===== src/hdl/utf8_dec_pkg.sv =====
`default_nettype none

package utf8_dec_pkg;

   // Field widths
   localparam int CP_W   = 21;
   localparam int BYTE_W = 8;

   // Replacement code point after reset: a space
   localparam logic [CP_W-1:0] REPL_RESET = CP_W'(32);

   // Byte class boundaries
   localparam logic [BYTE_W-1:0] ASCII_MAX = 8'h7F;
   localparam logic [BYTE_W-1:0] CONT_MIN  = 8'h80;
   localparam logic [BYTE_W-1:0] CONT_MAX  = 8'hBF;
   localparam logic [BYTE_W-1:0] LEAD2_MIN = 8'hC0;
   localparam logic [BYTE_W-1:0] LEAD2_MAX = 8'hDF;
   localparam logic [BYTE_W-1:0] LEAD3_MIN = 8'hE0;
   localparam logic [BYTE_W-1:0] LEAD3_MAX = 8'hEF;
   localparam logic [BYTE_W-1:0] LEAD4_MIN = 8'hF0;
   localparam logic [BYTE_W-1:0] LEAD4_MAX = 8'hF7;

   // Continuation counts started by each lead byte
   localparam logic [1:0] PEND_NONE  = 2'd0;
   localparam logic [1:0] PEND_LEAD2 = 2'd1;
   localparam logic [1:0] PEND_LEAD3 = 2'd2;
   localparam logic [1:0] PEND_LEAD4 = 2'd3;

   // Default result queue depth, as log2
   localparam int RSP_DEPTH_LOG2_DEF = 2;

   // One result item
   typedef struct packed {
      logic [CP_W-1:0] code_point;
      logic            is_error;
      logic            last_of_run;
   } result_type;

endpackage

`default_nettype wire


===== src/hdl/utf8_stream_decoder.sv =====
// Lenient UTF-8 stream decoder.
// Request channel: req_valid / req_stall carry one byte (req_in_byte) and a flag
// (req_end_of_string) that marks the last byte of a string. A byte is taken at
// a rising edge with req_valid high and req_stall low.
// Response channel: rsp_valid / rsp_stall carry decoded code points, each with
// an error flag (replacement for malformed input) and a flag on the last result
// that one byte caused. A byte gives zero, one or two results.
// Configuration: csr_wr_en with csr_wr_data sets the replacement code point;
// write only while no request is in flight.
// Throughput: one byte per cycle while req_stall is low. The decode is a single pass over the byte and
// the accumulator; results go to a small result queue (4 entries by default).
// A byte giving two results is handed out as two separate responses.
// A result is registered into the queue when its byte is taken; rsp_valid comes from the registered fill count.
// req_stall rises while fewer than two queue entries are free, so a stalled
// receiver backs up the request side after the queue fills.
// Reset (synchronous, active high) empties the queue, clears the accumulator
// and pending count and sets the replacement code point to a space.
`default_nettype none

module utf8_stream_decoder #(
   parameter int RSP_DEPTH_LOG2 = utf8_dec_pkg::RSP_DEPTH_LOG2_DEF
) (
   input  wire logic                         clock,
   input  wire logic                         reset,
   input  wire logic                         req_valid,
   output logic                              req_stall,
   input  wire logic [utf8_dec_pkg::BYTE_W-1:0] req_in_byte,
   input  wire logic                         req_end_of_string,
   output logic                              rsp_valid,
   input  wire logic                         rsp_stall,
   output logic [utf8_dec_pkg::CP_W-1:0]     rsp_code_point,
   output logic                              rsp_is_error,
   output logic                              rsp_last_of_run,
   input  wire logic                         csr_wr_en,
   input  wire logic [utf8_dec_pkg::CP_W-1:0] csr_wr_data
);
   import utf8_dec_pkg::*;

   localparam int PTR_W     = RSP_DEPTH_LOG2;
   localparam int CNT_W     = RSP_DEPTH_LOG2 + 1;
   localparam int RSP_DEPTH = 1 << RSP_DEPTH_LOG2;

   logic [CP_W-1:0]  repl_ff;
   logic [CP_W-1:0]  acc_ff, acc_in;
   logic [1:0]       pend_ff, pend_in;
   logic [PTR_W-1:0] wr_ptr_ff, wr_ptr_in;
   logic [PTR_W-1:0] rd_ptr_ff, rd_ptr_in;
   logic [CNT_W-1:0] count_ff, count_in;
   result_type       mem_ff [RSP_DEPTH];

   result_type       res [2];
   logic [1:0]       res_n;
   logic [1:0]       pend_dec;
   logic [CP_W-1:0]  acc_shift;
   logic             req_take;
   logic             rsp_take;

   // Hold the replacement code point
   always_ff @(posedge clock) begin
      if (reset) begin
         repl_ff <= REPL_RESET;
      end else if (csr_wr_en) begin
         repl_ff <= csr_wr_data;
      end
   end

   assign req_take  = req_valid && !req_stall;
   assign rsp_take  = rsp_valid && !rsp_stall;
   assign pend_dec  = pend_ff - 2'd1;
   assign acc_shift = {acc_ff[CP_W-7:0], req_in_byte[5:0]};

   // Decode one byte against the pending sequence
   always_comb begin
      acc_in  = acc_ff;
      pend_in = pend_ff;
      res_n   = 2'd0;
      res[0]  = '{code_point: repl_ff, is_error: 1'b1, last_of_run: 1'b0};
      res[1]  = '{code_point: repl_ff, is_error: 1'b1, last_of_run: 1'b0};

      unique case (req_in_byte) inside
         [8'h00:ASCII_MAX]: begin
            if (pend_ff != PEND_NONE) begin
               res[1] = '{code_point: CP_W'(req_in_byte), is_error: 1'b0,
                          last_of_run: 1'b0};
               res_n  = 2'd2;
            end else begin
               res[0] = '{code_point: CP_W'(req_in_byte), is_error: 1'b0,
                          last_of_run: 1'b0};
               res_n  = 2'd1;
            end
            pend_in = PEND_NONE;
         end
         [CONT_MIN:CONT_MAX]: begin
            if (pend_ff != PEND_NONE) begin
               acc_in  = acc_shift;
               pend_in = pend_dec;
               if (pend_dec == PEND_NONE) begin
                  res[0] = '{code_point: acc_shift, is_error: 1'b0, last_of_run: 1'b0};
                  res_n  = 2'd1;
               end
            end else begin
               res_n = 2'd1;
            end
         end
         [LEAD2_MIN:LEAD2_MAX]: begin
            pend_in = PEND_LEAD2;
            acc_in  = CP_W'(req_in_byte[4:0]);
         end
         [LEAD3_MIN:LEAD3_MAX]: begin
            pend_in = PEND_LEAD3;
            acc_in  = CP_W'(req_in_byte[3:0]);
         end
         [LEAD4_MIN:LEAD4_MAX]: begin
            pend_in = PEND_LEAD4;
            acc_in  = CP_W'(req_in_byte[2:0]);
         end
         default: begin
            res_n   = 2'd1;
            pend_in = PEND_NONE;
         end
      endcase

      // Flush an unfinished sequence at end of string
      if (req_end_of_string) begin
         if (pend_in != PEND_NONE) begin
            res_n = res_n + 2'd1;
         end
         pend_in = PEND_NONE;
         acc_in  = '0;
      end

      // Mark the final result of this byte
      if (res_n == 2'd1) begin
         res[0].last_of_run = 1'b1;
      end else if (res_n == 2'd2) begin
         res[1].last_of_run = 1'b1;
      end
   end

   // Advance decode state
   always_ff @(posedge clock) begin
      if (reset) begin
         acc_ff  <= '0;
         pend_ff <= PEND_NONE;
      end else if (req_take) begin
         acc_ff  <= acc_in;
         pend_ff <= pend_in;
      end
   end

   // Result queue pointers and fill count
   always_comb begin
      wr_ptr_in = wr_ptr_ff;
      rd_ptr_in = rd_ptr_ff;
      count_in  = count_ff;
      if (req_take) begin
         wr_ptr_in = wr_ptr_ff + PTR_W'(res_n);
         count_in  = count_in + CNT_W'(res_n);
      end
      if (rsp_take) begin
         rd_ptr_in = rd_ptr_ff + PTR_W'(1);
         count_in  = count_in - CNT_W'(1);
      end
   end

   always_ff @(posedge clock) begin
      if (reset) begin
         wr_ptr_ff <= '0;
         rd_ptr_ff <= '0;
         count_ff  <= '0;
      end else begin
         wr_ptr_ff <= wr_ptr_in;
         rd_ptr_ff <= rd_ptr_in;
         count_ff  <= count_in;
      end
   end

   // Write up to two results per request
   always_ff @(posedge clock) begin
      if (req_take) begin
         if (res_n != 2'd0) begin
            mem_ff[wr_ptr_ff] <= res[0];
         end
         if (res_n == 2'd2) begin
            mem_ff[wr_ptr_ff + PTR_W'(1)] <= res[1];
         end
      end
   end

   // Stall requests while fewer than two entries are free
   assign req_stall       = count_ff > CNT_W'(RSP_DEPTH - 2);
   assign rsp_valid       = count_ff != '0;
   assign rsp_code_point  = mem_ff[rd_ptr_ff].code_point;
   assign rsp_is_error    = mem_ff[rd_ptr_ff].is_error;
   assign rsp_last_of_run = mem_ff[rd_ptr_ff].last_of_run;

   // Queue never overfills
   a_count_bound: assert property (@(posedge clock) disable iff (reset)
      count_ff <= CNT_W'(RSP_DEPTH))
      else $error("result queue overflow");

   // End of string leaves no pending sequence
   a_eos_clears: assert property (@(posedge clock) disable iff (reset)
      req_take && req_end_of_string |=> pend_ff == PEND_NONE && acc_ff == '0)
      else $error("state not cleared at end of string");

   // An ASCII byte drops any pending sequence
   a_ascii_drops: assert property (@(posedge clock) disable iff (reset)
      req_take && !req_in_byte[7] |=> pend_ff == PEND_NONE)
      else $error("sequence kept across ASCII byte");

   // A taken request that yields results makes the queue non-empty
   a_push_shows: assert property (@(posedge clock) disable iff (reset)
      req_take && res_n != 2'd0 |=> rsp_valid)
      else $error("result lost from queue");

endmodule

`default_nettype wire

===== config.mk =====
export PLATFORM = sky130hd
export DESIGN_NAME = utf8_stream_decoder
export DESIGN_NICKNAME = d
export VERILOG_FILES = /design/src/hdl/utf8_dec_pkg.sv /design/src/hdl/utf8_stream_decoder.sv
export SDC_FILE = /design/constraint.sdc
export NUM_CORES = 1
export LEC_CHECK = 0
export BUFFER_PORTS_ARGS = -buffer_cell sky130_fd_sc_hd__clkbuf_2
export CAP_MARGIN = 15
export CORE_MARGIN = 8
export CORE_UTILIZATION = 55
export CTS_CLUSTER_DIAMETER = 80
export CTS_CLUSTER_SIZE = 25
export DETAILED_ROUTE_END_ITERATION = 8
export PLACE_DENSITY = 0.73
export SETUP_SLACK_MARGIN = 0.5
export SLEW_MARGIN = 20
export SYNTH_ARGS = -nofsm -noshare
export SYNTH_HDL_FRONTEND = slang
export SYNTH_SLANG_ARGS = --single-unit

===== constraint.sdc =====
create_clock -name clock -period 4.8 [get_ports clock]
set_clock_uncertainty 0.1 [all_clocks]
set_input_delay 0.24 -clock clock [delete_from_list [all_inputs] [get_ports clock]]
set_output_delay 0.24 -clock clock [all_outputs]
set_load 0.01 [all_outputs]

## Word-level counts from Yosys, hierarchy flattened

Memories as Yosys holds them, arrays and structs flattened. A register that Yosys moved wholly into a read port is not among the register bits.
Cells that the tools add are included.

| storage, ports and cells | value |
|---|---|
| memories kept | 1 |
| bits in registers | 45 |
| output and inout bits | 25 |
| input port bits | 35 |
| bits in writable memories | 92 |
| word-level logic and storage cells | 76 |

Memory list:

| memory | depth | bits a word | read ports | clocked after memory_dff | write ports | line | source |
|---|---|---|---|---|---|---|---|
| mem_ff | 4 | 23 | 1 | 1 | 2 | utf8_stream_decoder.sv:49 | `result_type mem_ff [RSP_DEPTH];` |

| cells by class | value |
|---|---|
| mux-type cells | 31 |
| reduce and logical (&&, ||, !) cells | 17 |
| add/sub/neg operators | 7 |
| equal/unequal tests | 3 |
| order comparisons | 11 |

Operator list:

| operator | number |
|---|---|
| 23-bit two-way mux | 5 |
| 15-bit case mux with 4 select lines | 1 |
| 23-bit case mux with 2 select lines | 1 |
| 8-bit >= comparator (second input constant) | 4 |
| 8-bit <= comparator (second input constant) | 4 |
| 15-bit two-way mux | 2 |
| 2-bit two-way mux | 7 |
| 1-bit two-way mux | 11 |
| 8-bit by 1-bit >= comparator with 1-bit output (second input constant) | 1 |
| 8-bit by 7-bit <= comparator with 1-bit output (second input constant) | 1 |
| 2-bit case mux with 4 select lines | 1 |
| 1-bit logical AND | 7 |
| 2-bit by 1-bit adder with 2-bit output (second input constant) | 3 |
| 3-bit two-way mux | 2 |
| 2-bit case mux with 3 select lines | 1 |
| 2-bit nonzero test | 3 |
| 5-bit nonzero test | 1 |
| 3-bit by 2-bit adder with 3-bit output | 1 |
| 3-bit by 2-bit greater-than comparator with 1-bit output (second input constant) | 1 |
| 3-bit inequality test (second input constant) | 1 |
| 3-bit AND reduction | 1 |
| 3-bit nonzero test | 1 |
| 3-bit OR reduction | 1 |
| 3-bit by 1-bit subtractor with 3-bit output (second input constant) | 1 |
| 6 further kinds | 7 |

## Logic depth before layout (Yosys ltp)

| logic depth | value |
|---|---|
| depth after elaboration | 12 |
| mapped depth | 12 |
| mapped depth without buffers | 11 |

## Worst setup path before layout

OpenSTA, ideal clock, no wires.

| timing path | value |
|---|---|
| kind | reg-to-reg |
| start point | register count_ff[0] |
| end point | memory mem_ff[0][0] in the netlist's numbering, enable pin |
| required time | 4231 ps |
| path buffers | 1 |
| cell stages (with the launch flop) | 5 |
| library setup time | 469 ps |
| clock period less this slack | 4018 ps |
| arrival | 3449 ps |
| path slack | 782 ps |
| path through | dfxtp_1 -> a21oi_4 -> nand2_1 -> clkbuf_1 -> o41ai_1 |

RTL lines:

| item | line | source |
|---|---|---|
| from (decl) | utf8_stream_decoder.sv:48 | `logic [CNT_W-1:0] count_ff, count_in;` |
| from (signal assigned) | utf8_stream_decoder.sv:174 | `count_ff <= count_in;` |
| to (decl) | utf8_stream_decoder.sv:49 |  |

## Worst setup path after layout

| timing path | value |
|---|---|
| start point | register pend_ff[1] |
| end point | register count_ff[2] |

| between the ends | value |
|---|---|
| cells in the longest elaborated chain, start to end | 12 |
| elaborated cells between the ends (all ways) | 17 |
| those cells by class | 4 x add/sub; 10 x mux; 3 x reduce/logical |

RTL lines:

| item | line | source |
|---|---|---|
| from (decl) | utf8_stream_decoder.sv:45 | `logic [1:0] pend_ff, pend_in;` |
| from (signal assigned) | utf8_stream_decoder.sv:147 | `pend_ff <= pend_in;` |
| 2-bit by 1-bit subtractor with 2-bit output | utf8_stream_decoder.sv:69 | `assign pend_dec = pend_ff - 2'd1;` |
| 2-bit zero test | utf8_stream_decoder.sv:97 | `if (pend_dec == PEND_NONE) begin` |
| 1-bit two-way mux | utf8_stream_decoder.sv:97 |  |
| 1-bit two-way mux | utf8_stream_decoder.sv:94 | `if (pend_ff != PEND_NONE) begin` |
| 2-bit case mux with 3 select lines | utf8_stream_decoder.sv:80 | `unique case (req_in_byte) inside` |
| 2-bit by 1-bit adder with 2-bit output | utf8_stream_decoder.sv:126 | `res_n = res_n + 2'd1;` |
| 2-bit two-way mux | utf8_stream_decoder.sv:125 | `if (pend_in != PEND_NONE) begin` |
| 2-bit two-way mux * | utf8_stream_decoder.sv:124 | `if (req_end_of_string) begin` |
| 3-bit by 2-bit adder with 3-bit output * | utf8_stream_decoder.sv:158 | `count_in = count_in + CNT_W'(res_n);` |
| 3-bit two-way mux * | utf8_stream_decoder.sv:156 | `if (req_take) begin` |
| 3-bit by 1-bit subtractor with 3-bit output | utf8_stream_decoder.sv:162 | `count_in = count_in - CNT_W'(1);` |
| 3-bit two-way mux * | utf8_stream_decoder.sv:160 | `if (rsp_take) begin` |

Every way passes the cells marked *; elsewhere a longest branch is shown, timed or not.
A chain may end at the register's enable or synchronous reset.

==> reports/qor.log <==
qor: global_route.total_grt_usage 0.2131
qor: sta.unrepaired_setup_endpoints_after_global_routing false
qor: synth.number_of_enable_type_register_cells_in_the_synthesized_netlist 92
qor: cts.tritoncts built
qor: worst_setup_path.crit_path_max_fanout 10
qor: worst_setup_path.critical_path_arrival 3.34 ns
qor: synth.yosysMostFrequentCell sky130_fd_sc_hd__edfxtp_1
qor: placed_design.port-buffer-count 59
qor: sta.final_critical_path_setup_slack 1.632 ns
qor: route.antenna_left 0
qor: cts.root_buffer sky130_fd_sc_hd__clkbuf_16
qor: cts.htreeDepth 4
qor: floorplanning.initial_core_utilization 0.5543
qor: placed_design.placement.setup.worst_slack 1.592 ns
qor: worst_setup_path.worstPathCellList nor2b_1, o221a_2, o21ai_1, nand2_1, ha_1, fa_1, mux2i_1, ha_1, nor3b_1, xor2_1, nor2_1
qor: final_layout.design.final.nets 591
qor: worst_setup_path.timing.critical_path.mode_cell sky130_fd_sc_hd__ha_1
qor: placed_design.dpl-instance-area 6630 µm²
qor: outcome.outcome complete, no violations
qor: synth.distinct_cell_type_count_of_the_synthesized_netlist 55
qor: synth.synth.top_cells.by_count sky130_fd_sc_hd__edfxtp_1, sky130_fd_sc_hd__nor2_1, sky130_fd_sc_hd__dfxtp_1, sky130_fd_sc_hd__o2bb2ai_1
qor: cts.cts_buffers 17
qor: cts.clkTransAtPathRegs 0.06 ns
qor: floorplanning.fp.dieH 122.4 µm
qor: pwr.power.density_cell_area 464.3 nW/µm²
qor: cts.cts-resized-gates 0
qor: route.drc_errors 0
qor: synth.postSynthAreaPerCell 12.93 µm²
qor: global_route.gr-total-overflow 0
qor: cts.cts.sinks 139
qor: floorplanning.top_level_ports 60
qor: synth.ys_warn_count 0
qor: pwr.total_leakage_power 2.810 nW
qor: synth.ff_latch_count_synth 139
qor: global_route.grt_pass1_wl 24110 µm
qor: synth.proportion_of_netlist_area_held_by_the_largest_area_contributor 0.4441
qor: pwr.max-vdd-ir-drop 0.2521 mV
qor: synth.seq_area_frac_synth 0.5953
qor: sta.max_freq 315.6 MHz
qor: cts.ctsHoldBuffers 20
qor: sta.hold_viol 0
qor: sta.finalWorstPathRequiredPeriod 3.168 ns
qor: floorplanning.floorplan.die_area 14970 µm²
qor: synth.postSynth.asyncResetShare 0
qor: worst_setup_path.critPathKind reg -> reg
qor: final_layout.share_of_final_layout_standard_cells_stronger_than_drive_strength_1 0.2690
qor: global_route.largest_net_degree_at_the_start_of_global_routing 39
qor: sta.slew_headroom 0.2643
qor: synth.postSynthCellCount 481
qor: route.first_drt_iteration_drcs 374
qor: route.final_wirelength 14870 µm
qor: sta.period_share 0.6601
qor: sta.worst_hold_slack 0.01074 ns
qor: cts.post_cts.repair.setup_buffers 0
qor: synth.synth_area 6221 µm²
qor: cts.worstSkewPairLatency 0.42 ns
qor: final_layout.fin_area 7418 µm²
qor: final_layout.area_growth_syn_to_layout 19.25%
qor: cts.clock_tree.buffer_depth 2
qor: worst_setup_path.crit_path_max_incr_delay 0.46 ns
qor: sta.timing_worst_slew_pin_value 1.099 ns
qor: min_path.worstHoldPathType in -> reg
qor: route.routed-via-count 4309
qor: global_route.grt_pass1_vias 4507
qor: floorplanning.core 11220 µm²
qor: sta.report.final.slew_viol_count 0
qor: synth.synth_ff_type sky130_fd_sc_hd__edfxtp_1
qor: final_layout.insertedDiodeCount 0
qor: placed_design.gp_routability_congestion 0.9088
qor: synth.synth.net_count 520
qor: sta.total_of_endpoints_with_negative_setup_slack_in_the_final_report 0
qor: route.first_pass_iters 5
qor: floorplanning.die_x 122.4 µm
qor: worst_setup_path.setup_crit_end_kind flop
qor: synth.synth_top_area_cell sky130_fd_sc_hd__edfxtp_1
qor: worst_setup_path.timing.critical_path.slowest_stage_cell sky130_fd_sc_hd__fa_1
qor: sta.finalSetupTns 0 ns
qor: global_route.grt_antenna_before_repair 0
qor: worst_setup_path.worst-endpoint-required 4.97 ns
qor: route.routed_via_density 6.086
qor: route.post_drt_wl_per_cell 21.00 µm
qor: placed_design.final_hpwl_from_detailed_placement 9186 µm
qor: synth.ys_top_cells_by_area sky130_fd_sc_hd__edfxtp_1, sky130_fd_sc_hd__dfxtp_1, sky130_fd_sc_hd__mux4_2
qor: worst_setup_path.launching_element_type_of_the_critical_path flop
qor: floorplanning.row_count 39
qor: run.max_cap_violations 0
-- cell type report --
cell class / count / area (µm²)
fill: 858 / 3805
sequential: 139 / 3704
multi-input combinational: 297 / 2357
timing repair buffer: 87 / 555.5
clock buffer: 22 / 528.0
tap: 143 / 178.9
clock inverter: 10 / 57.56
inverter: 10 / 37.54
-- sequential cells by signal, indices dropped and copies added, names as in the netlist, named ones only --
register	count
repl_ff	21
mem_ff	92
count_ff	3
wr_ptr_ff	2
rd_ptr_ff	2
pend_ff	2
acc_ff	15
-- where the power goes --
part           switching [mW]  internal, mW
registers              0.0552          1.41
clock network           0.490         0.775
logic                   0.403         0.316
-- logic make-up after synthesis --
group,after synthesis,share of synthesized area
buffers and inverters,45,0.03580
adder cells (fa/ha/maj),4,0.009253
AO/OA/AOI/OAI,94,0.1217
AND/OR/NAND/NOR,149,0.1120
flip-flops,139,0.5953
XOR/XNOR,4,0.005633
multiplexers,46,0.1203
-- critical path: cells and delay by family, from the launching register on --
| kind | cells | cell delay, ns |
|---|---|---|
| compound gates | 2 | 0.66 |
| xor+xnor | 1 | 0.18 |
| fa+ha+maj | 3 | 0.86 |
| flops | 1 | 0.40 |
| mux | 1 | 0.22 |
| simple gates | 4 | 0.60 |
-- layer usage --
layer,vias to the layer above,wire [µm],track usage
met2,179,7504,0.3498
met5,-,0,0
met4,0,266,0.07616
li1,1959,-,-
met1,2153,6158,0.2734
met3,18,942,0.04830
-- placed cells by master (no fill, tap or decap), types with 10 or more instances in the layout --
cell type / n
sky130_fd_sc_hd__mux4_2: 23
sky130_fd_sc_hd__inv_1: 10
sky130_fd_sc_hd__o2bb2ai_1: 24
sky130_fd_sc_hd__a22o_2: 11
sky130_fd_sc_hd__a22oi_1: 15
sky130_fd_sc_hd__mux2i_1: 23
sky130_fd_sc_hd__dfxtp_1: 47
sky130_fd_sc_hd__clkbuf_2: 59
sky130_fd_sc_hd__a21oi_1: 12
sky130_fd_sc_hd__dlygate4sd3_1: 20
sky130_fd_sc_hd__clkbuf_16: 20
sky130_fd_sc_hd__nand2_1: 18
sky130_fd_sc_hd__nor2_1: 87
sky130_fd_sc_hd__edfxtp_1: 92
-- worst paths after layout --
path / start / to / slack, ns / cells past startpoint
hold reg to reg: acc_ff[11]$_SDFFE_PP0P_ / acc_ff[11]$_SDFFE_PP0P_ / 0.38 / 2
setup / recovery: pend_ff[1]$_SDFFE_PP0P_ / count_ff[2]$_SDFF_PP0_ / 1.63 / 11
setup reg to reg: pend_ff[1]$_SDFFE_PP0P_ / count_ff[2]$_SDFF_PP0_ / 1.63 / 11
hold / removal: csr_wr_data[15] / repl_ff[15]$_SDFFE_PP0P_ / 0.01 / 3
-- stage by stage --
step,util,cells,total power [mW]
after floorplan,-,481,1.958
after global placement,0.5907,656,2.175
after detailed placement,0.5907,656,2.199
after CTS,0.6608,708,3.469
after global routing,0.6610,708,3.582
final,0.6610,708,3.445
(Power assumes the default switching activity.)
